[src/rtl/base64_stream_codec_unit_macros.svh]
// Assertion macros shared by the codec queue and back end.
// Each takes a label, a clock, a reset, an antecedent and a consequent.
`ifndef BASE64_STREAM_CODEC_UNIT_MACROS_SVH
`define BASE64_STREAM_CODEC_UNIT_MACROS_SVH

`ifndef SYNTHESIS

// The consequent must hold in the same cycle as the antecedent.
`define B64C_ASSERT_SAME(lbl, clk, rst, ante, cons) \
  lbl: assert property (@(posedge clk) disable iff (rst) (ante) |-> (cons)) \
    else $error("b64c assertion failed");

// The consequent must hold in the cycle after the antecedent.
`define B64C_ASSERT_NEXT(lbl, clk, rst, ante, cons) \
  lbl: assert property (@(posedge clk) disable iff (rst) (ante) |=> (cons)) \
    else $error("b64c assertion failed");

`else

`define B64C_ASSERT_SAME(lbl, clk, rst, ante, cons)
`define B64C_ASSERT_NEXT(lbl, clk, rst, ante, cons)

`endif

`endif

[src/rtl/b64c_pkg.sv]
`timescale 1ns / 1ps
`default_nettype none

package b64c_pkg;

  // Mode register codes; bit 1 selects decoding.
  localparam logic [1:0] MODE_ENC_STD = 2'd0;
  localparam logic [1:0] MODE_ENC_URL = 2'd1;
  localparam logic [1:0] MODE_DEC     = 2'd2;

  // Characters with a special meaning.
  localparam logic [7:0] CHAR_PAD   = 8'h3D;  // '='
  localparam logic [7:0] CHAR_PLUS  = 8'h2B;  // '+'
  localparam logic [7:0] CHAR_SLASH = 8'h2F;  // '/'
  localparam logic [7:0] CHAR_DASH  = 8'h2D;  // '-'
  localparam logic [7:0] CHAR_UNDER = 8'h5F;  // '_'
  localparam logic [7:0] CHAR_COMMA = 8'h2C;  // ','
  localparam logic [7:0] CHAR_SPACE = 8'h20;
  localparam logic [7:0] CHAR_TAB   = 8'h09;
  localparam logic [7:0] CHAR_CR    = 8'h0D;

  // Decoded value that marks an invalid character.
  localparam logic [6:0] DEC_INVALID = 7'd64;

  typedef struct packed {
    logic [7:0] in_byte;
    logic       in_last;
  } in_item_t;

  typedef struct packed {
    logic [7:0] out_char;
    logic       status;
    logic       out_last;
  } out_item_t;

  // One group of up to four results produced by a single input item.
  typedef struct packed {
    logic [3:0][7:0] chars;
    logic [2:0]      cnt;
    logic            status;
    logic            last;
  } job_t;

  // Six-bit value to alphabet character.
  function automatic logic [7:0] enc_char(input logic [5:0] v, input logic url);
    logic [7:0] c;
    c = 8'd0;
    if (v < 6'd26) begin
      c = 8'h41 + {2'b00, v};
    end else if (v < 6'd52) begin
      c = 8'h61 + {2'b00, v} - 8'd26;
    end else if (v < 6'd62) begin
      c = 8'h30 + {2'b00, v} - 8'd52;
    end else if (v == 6'd62) begin
      c = url ? CHAR_DASH : CHAR_PLUS;
    end else begin
      c = url ? CHAR_UNDER : CHAR_SLASH;
    end
    return c;
  endfunction

  // Alphabet character to six-bit value, or DEC_INVALID.
  function automatic logic [6:0] dec_value(input logic [7:0] c);
    logic [6:0] v;
    v = DEC_INVALID;
    if (c >= 8'h41 && c <= 8'h5A) begin
      v = 7'(c - 8'h41);
    end else if (c >= 8'h61 && c <= 8'h7A) begin
      v = 7'(c - 8'h61 + 8'd26);
    end else if (c >= 8'h30 && c <= 8'h39) begin
      v = 7'(c - 8'h30 + 8'd52);
    end else if (c == CHAR_PLUS || c == CHAR_COMMA) begin
      v = 7'd62;
    end else if (c == CHAR_SLASH) begin
      v = 7'd63;
    end
    return v;
  endfunction

endpackage

`default_nettype wire

[src/rtl/b64c_front.sv]
`timescale 1ns / 1ps
`default_nettype none

module b64c_front (
  input  wire logic              clk,
  input  wire logic              rst,
  input  wire logic              cfg_we,
  input  wire logic [1:0]        cfg_wdata,
  input  wire logic              in_valid,
  output logic                   in_ready,
  input  wire b64c_pkg::in_item_t in_data,
  input  wire logic              q_full,
  output logic                   q_push,
  output b64c_pkg::job_t         q_data
);
  import b64c_pkg::*;

  logic [1:0]  mode;
  logic [7:0]  held_bytes [2];
  logic [1:0]  held_count, held_count_next;
  logic [5:0]  bit_store, bit_store_next;
  logic [2:0]  bit_count, bit_count_next;
  logic        halted, halted_next;
  logic        hold_we;
  logic        accept;

  logic        url;
  logic [1:0]  n;
  logic [23:0] word;
  logic        enc_emit;
  logic [7:0]  c;
  logic        ws;
  logic [6:0]  v;
  logic [11:0] acc;
  logic [3:0]  cnt;
  logic [2:0]  rem;
  logic [11:0] shifted;
  logic [11:0] keep_mask;
  job_t        job;

  assign accept   = in_valid && in_ready;
  assign in_ready = !q_full;
  assign url      = (mode == MODE_ENC_URL);
  assign c        = in_data.in_byte;

  // Mode register; the user must write it only while the block is idle, which the block itself does not enforce.
  always_ff @(posedge clk) begin
    if (rst) begin
      mode <= MODE_ENC_STD;
    end else if (cfg_we) begin
      mode <= cfg_wdata;
    end
  end

  // Encoder operands.
  always_comb begin
    n        = (held_count > 2'd2) ? 2'd2 : held_count;
    enc_emit = in_data.in_last || (n == 2'd2);
    case (n)
      2'd0:    word = {c, 16'd0};
      2'd1:    word = {held_bytes[0], c, 8'd0};
      default: word = {held_bytes[0], held_bytes[1], c};
    endcase
  end

  // Decoder operands.
  always_comb begin
    ws        = (c >= CHAR_TAB && c <= CHAR_CR) || (c == CHAR_SPACE);
    v         = dec_value(c);
    acc       = {bit_store, v[5:0]};
    cnt       = {1'b0, bit_count} + 4'd6;
    rem       = cnt[2:0];
    shifted   = acc >> rem;
    keep_mask = (12'd1 << rem) - 12'd1;
  end

  // Classify the item, build its result group and the next state.
  always_comb begin
    job             = '0;
    held_count_next = held_count;
    bit_store_next  = bit_store;
    bit_count_next  = bit_count;
    halted_next     = halted;
    hold_we         = 1'b0;
    if (mode[1]) begin
      if (!halted && !ws) begin
        if (c == CHAR_PAD) begin
          halted_next = 1'b1;
        end else if (v[6]) begin
          job.cnt     = 3'd1;
          job.status  = 1'b1;
          job.last    = 1'b1;
          halted_next = 1'b1;
        end else begin
          if (cnt[3]) begin
            job.cnt      = 3'd1;
            job.chars[0] = shifted[7:0];
            job.last     = in_data.in_last;
          end
          bit_store_next = 6'(acc & keep_mask);
          bit_count_next = rem;
        end
      end
    end else begin
      if (!enc_emit) begin
        hold_we         = 1'b1;
        held_count_next = n + 2'd1;
      end else begin
        job.chars[0]    = enc_char(word[23:18], url);
        job.chars[1]    = enc_char(word[17:12], url);
        job.chars[2]    = (n >= 2'd1) ? enc_char(word[11:6], url) : CHAR_PAD;
        job.chars[3]    = (n == 2'd2) ? enc_char(word[5:0], url) : CHAR_PAD;
        job.cnt         = url ? ({1'b0, n} + 3'd2) : 3'd4;
        job.last        = in_data.in_last;
        held_count_next = 2'd0;
      end
    end
    if (in_data.in_last) begin
      held_count_next = 2'd0;
      bit_store_next  = 6'd0;
      bit_count_next  = 3'd0;
      halted_next     = 1'b0;
    end
  end

  assign q_push = accept && (job.cnt != 3'd0);
  assign q_data = job;

  // Stream state.
  always_ff @(posedge clk) begin
    if (rst) begin
      held_count <= 2'd0;
      bit_store  <= 6'd0;
      bit_count  <= 3'd0;
      halted     <= 1'b0;
    end else if (accept) begin
      held_count <= held_count_next;
      bit_store  <= bit_store_next;
      bit_count  <= bit_count_next;
      halted     <= halted_next;
    end
  end

  // Gathered encoder bytes; held_count guards every read.
  always_ff @(posedge clk) begin
    if (accept && hold_we) begin
      held_bytes[n[0]] <= c;
    end
  end

endmodule

`default_nettype wire

[src/rtl/b64c_fifo.sv]
`timescale 1ns / 1ps
`default_nettype none

module b64c_fifo (
  input  wire logic            clk,
  input  wire logic            rst,
  input  wire logic            push,
  input  wire b64c_pkg::job_t  push_data,
  output logic                 full,
  input  wire logic            pop,
  output b64c_pkg::job_t       pop_data,
  output logic                 empty
);
  import b64c_pkg::*;
  `include "base64_stream_codec_unit_macros.svh"

  job_t       entries [2];
  logic       wr_ptr;
  logic       rd_ptr;
  logic [1:0] count;

  assign full     = (count == 2'd2);
  assign empty    = (count == 2'd0);
  assign pop_data = entries[rd_ptr];

  // Pointers and fill level.
  always_ff @(posedge clk) begin
    if (rst) begin
      wr_ptr <= 1'b0;
      rd_ptr <= 1'b0;
      count  <= 2'd0;
    end else begin
      if (push) begin
        wr_ptr <= !wr_ptr;
      end
      if (pop) begin
        rd_ptr <= !rd_ptr;
      end
      if (push && !pop) begin
        count <= count + 2'd1;
      end else if (pop && !push) begin
        count <= count - 2'd1;
      end
    end
  end

  // Entry storage.
  always_ff @(posedge clk) begin
    if (push) begin
      entries[wr_ptr] <= push_data;
    end
  end

  `B64C_ASSERT_SAME(a_no_push_full, clk, rst, push, !full)
  `B64C_ASSERT_SAME(a_no_pop_empty, clk, rst, pop, !empty)
  `B64C_ASSERT_NEXT(a_count_up, clk, rst, push && !pop, count == $past(count) + 2'd1)

endmodule

`default_nettype wire

[src/rtl/b64c_back.sv]
`timescale 1ns / 1ps
`default_nettype none

module b64c_back (
  input  wire logic             clk,
  input  wire logic             rst,
  input  wire logic             q_empty,
  input  wire b64c_pkg::job_t   q_data,
  output logic                  q_pop,
  output logic                  out_valid,
  input  wire logic             out_ready,
  output b64c_pkg::out_item_t   out_data
);
  import b64c_pkg::*;
  `include "base64_stream_codec_unit_macros.svh"

  job_t       cur;
  logic       cur_valid;
  logic [1:0] idx;
  logic       adv;
  logic       final_char;
  logic       take;

  assign adv        = !out_valid || out_ready;
  assign final_char = ({1'b0, idx} + 3'd1) == cur.cnt;
  assign take       = cur_valid && adv;
  assign q_pop      = !q_empty && (!cur_valid || (take && final_char));

  // Current group and its character index.
  always_ff @(posedge clk) begin
    if (rst) begin
      cur_valid <= 1'b0;
      idx       <= 2'd0;
    end else if (q_pop) begin
      cur_valid <= 1'b1;
      idx       <= 2'd0;
    end else if (take) begin
      if (final_char) begin
        cur_valid <= 1'b0;
      end
      idx <= idx + 2'd1;
    end
  end

  always_ff @(posedge clk) begin
    if (q_pop) begin
      cur <= q_data;
    end
  end

  // Output register: one result per transfer.
  always_ff @(posedge clk) begin
    if (rst) begin
      out_valid <= 1'b0;
    end else if (adv) begin
      out_valid <= take;
    end
  end

  always_ff @(posedge clk) begin
    if (take) begin
      out_data.out_char <= cur.chars[idx];
      out_data.status   <= cur.status;
      out_data.out_last <= cur.last && final_char;
    end
  end

  `B64C_ASSERT_SAME(a_err_is_last, clk, rst, out_valid && out_data.status, out_data.out_last)
  `B64C_ASSERT_SAME(a_idx_in_group, clk, rst, cur_valid, {1'b0, idx} < cur.cnt)

endmodule

`default_nettype wire

[src/rtl/base64_stream_codec_unit.sv]
`timescale 1ns / 1ps
`default_nettype none

// Streaming base64 codec. The mode register picks standard encoding with '='
// padding, URL-safe encoding without padding, or decoding (mode 2 or 3). An
// input item is taken whenever the two-entry group queue has room; it is
// classified and the whole group of results it causes (up to four) is
// queued at once. Results leave through a registered output one per cycle
// unless out_ready stalls it, so the single output port sets the pace:
// encoding sends four characters per three bytes, decoding one character
// per cycle. Any item marked last ends the stream and resets codec state.
module base64_stream_codec_unit (
  input  wire logic                clk,
  input  wire logic                rst,
  input  wire logic                cfg_we,
  input  wire logic [1:0]          cfg_wdata,
  input  wire logic                in_valid,
  output logic                     in_ready,
  input  wire b64c_pkg::in_item_t  in_data,
  output logic                     out_valid,
  input  wire logic                out_ready,
  output b64c_pkg::out_item_t      out_data
);
  import b64c_pkg::*;

  logic q_push;
  logic q_full;
  logic q_pop;
  logic q_empty;
  job_t q_wdata;
  job_t q_rdata;

  // Front: accept and classify input items.
  b64c_front u_front (
    .clk       (clk),
    .rst       (rst),
    .cfg_we    (cfg_we),
    .cfg_wdata (cfg_wdata),
    .in_valid  (in_valid),
    .in_ready  (in_ready),
    .in_data   (in_data),
    .q_full    (q_full),
    .q_push    (q_push),
    .q_data    (q_wdata)
  );

  // Queue of result groups between front and back.
  b64c_fifo u_fifo (
    .clk       (clk),
    .rst       (rst),
    .push      (q_push),
    .push_data (q_wdata),
    .full      (q_full),
    .pop       (q_pop),
    .pop_data  (q_rdata),
    .empty     (q_empty)
  );

  // Back: deliver results one transfer at a time.
  b64c_back u_back (
    .clk       (clk),
    .rst       (rst),
    .q_empty   (q_empty),
    .q_data    (q_rdata),
    .q_pop     (q_pop),
    .out_valid (out_valid),
    .out_ready (out_ready),
    .out_data  (out_data)
  );

endmodule

`default_nettype wire
[config.mk]
export PLATFORM = sky130hd
export DESIGN_NAME = base64_stream_codec_unit
export DESIGN_NICKNAME = d
export VERILOG_FILES = /design/src/rtl/b64c_pkg.sv /design/src/rtl/b64c_front.sv /design/src/rtl/b64c_fifo.sv /design/src/rtl/b64c_back.sv /design/src/rtl/base64_stream_codec_unit.sv
export VERILOG_INCLUDE_DIRS = /design/src /design/src/rtl
export SDC_FILE = /design/constraint.sdc
export NUM_CORES = 1
export LEC_CHECK = 0
export BUFFER_PORTS_ARGS = -buffer_cell sky130_fd_sc_hd__buf_4
export CAP_MARGIN = 15
export CELL_PAD_IN_SITES_DETAIL_PLACEMENT = 0
export CELL_PAD_IN_SITES_GLOBAL_PLACEMENT = 1
export CORE_ASPECT_RATIO = 2
export CORE_MARGIN = 3
export CORE_UTILIZATION = 30
export CTS_CLUSTER_SIZE = 40
export DETAILED_ROUTE_END_ITERATION = 8
export GPL_ROUTABILITY_DRIVEN = 0
export PLACE_DENSITY_LB_ADDON = 0.1
export SYNTH_ARGS = -nofsm -noshare
export SYNTH_HDL_FRONTEND = slang
export SYNTH_HIERARCHICAL = 1
export SYNTH_SLANG_ARGS = --single-unit
[constraint.sdc]
create_clock -name clk -period 7.1 [get_ports clk]
set_input_delay 0.355 -clock clk [delete_from_list [all_inputs] [get_ports clk]]
set_output_delay 0.355 -clock clk [all_outputs]
set_load 0.05 [all_outputs]
==> results.rst <==
.. list-table::
   :header-rows: 1

   * - Metric
     - Value
   * - Library cell occupying the most area in the post-synthesis netlist
     - edfxtp_1
   * - Site row count
     - 87
   * - Horizontal die dimension
     - 127 um
   * - Relative slew margins
     - 26.1%
   * - Sinks on Clock Net
     - 159
   * - Setup slack after layout
     - 3.20 ns
   * - Count of nets left with antenna violations after detail routing
     - 0
   * - Net switching fraction of the power
     - 32.0%
   * - Cells resized by post-CTS repair
     - 0
   * - Nets@finish
     - 840
   * - I/O pin count
     - 28
   * - Synthesized-area fraction occupied by xor and xnor cells
     - 2.11%
   * - Multi-input logic area
     - 3840 um^2
   * - Predominant post-synthesis flop cell
     - edfxtp_1
   * - Final worst-path cycle share
     - 54.9%
   * - Share of total power in the clock network
     - 29.7%
   * - Nets in the synthesized netlist
     - 818
   * - Starting density of the core
     - 30.7%
   * - Clock period minus worst slack
     - 3.90 ns
   * - Reg-to-Reg Start
     - u_front/held_count[0]$_SDFFE_PP0P_
   * - Post-Synthesis Cells
     - 767
   * - Leakage power of the design
     - 3.48 nW
   * - Number of I/O port buffers
     - 27
   * - Share of the core filled with cells
     - 34.7%
   * - Per-instance average area after synthesis
     - 11.4 um^2
   * - Type of the worst setup path
     - reg2reg
   * - Clock transition at the registers of the reported paths
     - 0.07 ns
   * - Overall fraction of global-route tracks in use
     - 15.8%
   * - Unique masters post-synth
     - 77
   * - Antenna violations before repair
     - 0
   * - Syn. warnings
     - 6
   * - Logic pwr share
     - 25.5%
   * - Synth Register Bits
     - 159
   * - DP Worst Slack
     - 2.85 ns
   * - Flip-flop and latch area
     - 4550 um^2
   * - Via-to-Cell Ratio
     - 5.30
   * - H-tree depth reported by CTS
     - 4
   * - First element of the critical path
     - u_front/held_count[0]$_SDFFE_PP0P_
   * - Outcome
     - finished, final reports clean
   * - Residual DRC count
     - 0
   * - Sequential element share of the synthesized area
     - 52.2%
   * - CP Launch Type
     - flop
   * - Transition time at the pin with the least slew margin
     - 1.11 ns
   * - Dominant combinational cell family by area after synthesis
     - compound AO/OA/AOI/OAI gates
   * - RSZ-0062 raised after global routing
     - false
   * - Clock tree from TritonCTS
     - yes
   * - Cells on worst reg2reg path
     - 8
   * - Crit path capture type
     - flop
   * - Most frequent cells in the layout
     - edfxtp_1 (137), nor2_1 (61), nand2_1 (55)
   * - Hold crit path type
     - in2reg
   * - Total via count after detailed routing
     - 6139
   * - Async set-or-reset flop fraction in the synthesized netlist
     - 0%
   * - Fraction of layout cells with a size suffix above 1
     - 17.1%
   * - Share of cell area taken by muxes after synthesis
     - 9.41%
   * - Violation count after the first detailed-route iteration
     - 276
   * - Max-slew violations
     - 0
   * - Leading cell types by total area after synthesis
     - edfxtp_1 (47%), mux2_2 (5.2%), dfxtp_1 (5.0%), ha_1 (5.0%), nor2_1 (2.6%)
   * - Clock root buffer master
     - clkbuf_16
   * - Via count of the first global-routing pass
     - 6330
   * - Sum of overflow across all layers after global routing
     - 0
   * - Max_cap viols
     - 0
   * - Worst-case clock buffer depth
     - 2
   * - Switching pwr
     - 0.000959 W
   * - Number of flops mapped to enable cells by yosys
     - 137
   * - Estimated wirelength of the detail-placed design
     - 18.2 mm
   * - Power density relative to cell area
     - 304 nW/um^2
   * - Top fanout value on the critical path
     - 11
   * - Post-Synthesis Cell Area
     - 8720 um^2
   * - Final setup skew
     - 0.0114 ns
   * - Clock Latency Late Sink
     - 0.43 ns
   * - Final setup violation count
     - 0
   * - Synth Area in Compound Gates
     - 14.1%
   * - Most frequent standard cell in the layout excluding fill and tap cells
     - edfxtp_1
   * - Layout fillers
     - 2818
   * - Cell count of the worst hold path
     - 3
   * - Number of antenna cells inserted
     - 0
   * - Total instance count after detailed placement
     - 1124
   * - TNS Setup
     - 0 ns
   * - Vert. Die Dim
     - 247 um
   * - Worst vdd ir
     - 0.170 mV
   * - Number of optimization iterations in the first detailed-route pass
     - 5
   * - Post-layout instance count excluding filler cells
     - 1158
   * - Placeable core area
     - 28400 um^2
   * - Synth Area in Simple Gates
     - 13.2%
   * - CTS Hold Buffers Added
     - 0
   * - Adder and majority gate portion of the synthesized area
     - 5.02%
   * - Wire length of the first global-routing pass
     - 37.3 mm
   * - Average wire per standard cell
     - 20.9 um
   * - Fmax
     - 256 MHz
   * - Start point of the worst hold path
     - cfg_wdata[0]
   * - Final-report hold violation count
     - 0
   * - Share of the synthesized area in the top cell type
     - 47.2%
   * - Internal Dissipation
     - 0.00204 W
   * - Share of power burned in registers
     - 44.8%
   * - Final instance area
     - 9870 um^2
   * - Setup Fix Bufs, Post-CTS
     - 0
   * - Die ar.
     - 31300 um^2
   * - Worst EP required
     - 7.34 ns
   * - Placed Area
     - 9280 um^2
   * - Wire length reported by the detailed router
     - 24.1 mm
   * - Arr. time, crit path
     - 4.14 ns
   * - Cts bufs inserted
     - 17
   * - P&R area growth vs syn
     - 13.2%
   * - Maximum number of pins on one net before global-route repair
     - 40
state kept, by name, indices dropped and copies added, names as in the netlist, named ones only:
| name | flops |
|---|---|
| u_front/mode | 2 |
| u_fifo/rd_ptr | 1 |
| u_front/held_count | 2 |
| u_fifo/count | 2 |
| u_back/idx | 2 |
| u_back/out_data | 10 |
| u_back/out_valid | 1 |
| u_fifo/wr_ptr | 1 |
| u_back/cur | 37 |
| u_front/bit_store | 6 |
| u_front/bit_count | 2 |
| u_front/halted | 1 |
| u_front/held_bytes | 16 |
| u_back/cur_valid | 1 |
| u_fifo/entries | 74 |
cell families (layout without fill, tap and decap cells):
group | after synthesis | count (layout)
simple gates | 225 | 225
xor+xnor | 21 | 21
fa+ha+maj | 35 | 35
mux | 67 | 67
flops | 159 | 159
buf+inv | 78 | 113
compound gates | 182 | 182
worst max-delay path: stages (launching register included):
cell      delay (ns)
dfxtp_1         0.61
nor2b_1         0.63
a22oi_1         0.38
ha_1            0.38
nor3_1          0.80
nand3_1         0.25
a31oi_1         0.23
o221ai_1        0.15
a31oi_1         0.27
path summary, 6_finish.rpt:
kind | to | slack, ns
worst min-delay path | u_front/mode[0]$_SDFFE_PP0P_ | 0.17
worst min register to register | u_back/out_data[1]$_DFFE_PP_ | 0.43
worst max register to register | u_fifo/entries[0][23]$_DFFE_PP_ | 3.20
worst max-delay path | u_fifo/entries[0][23]$_DFFE_PP_ | 3.20
per-layer routing:
layer,global-route usage [%],part of all wire (%),up-vias
li1,-,-,2947
met1,16.2,36,3021
met2,30.7,57,134
met3,2.66,2.4,37
met4,7.20,3.6,0
met5,0,0,-
synth_stat cells, types with 12 or more instances:
| cell type | instances |
|---|---|
| o21ai_0 | 35 |
| ha_1 | 35 |
| clkbuf_1 | 19 |
| nor3_1 | 13 |
| inv_1 | 38 |
| dfxtp_1 | 22 |
| mux2_2 | 40 |
| a21oi_1 | 44 |
| a31oi_1 | 12 |
| nand2_1 | 55 |
| xnor2_1 | 13 |
| edfxtp_1 | 137 |
| mux2i_1 | 19 |
| nor2_1 | 61 |
| nand3_1 | 30 |
area by class of cell:
| cell class | instances | share of cell area, % |
|---|---|---|
| Timing Repair Buffer | 39 | 2.94 |
| Clock inverter | 14 | 1.52 |
| Tap cell | 356 | 4.51 |
| Sequential cell | 159 | 46.1 |
| Multi-Input combinational cell | 530 | 38.9 |
| Clock buffer | 18 | 4.35 |
| Inverter | 42 | 1.60 |
power by group through the flow:
stage	Sequential, W	Combinational, W	Clock [W]
after floorplan	0.00139	0.000516	0
after global placement	0.00137	0.000772	0
after detailed placement	0.00137	0.000775	0
after CTS	0.00135	0.000777	0.000926
after global routing	0.00136	0.000838	0.000965
final	0.00134	0.000765	0.000891
through the flow:
stage	power [W]	hold WS [ns]
after floorplan	0.00191	0.400
after global placement	0.00214	0.411
after detailed placement	0.00215	0.414
after CTS	0.00305	0.139
after global routing	0.00316	0.158
final	0.00300	0.166
Note: power is estimated with default switching activity, not from simulation.
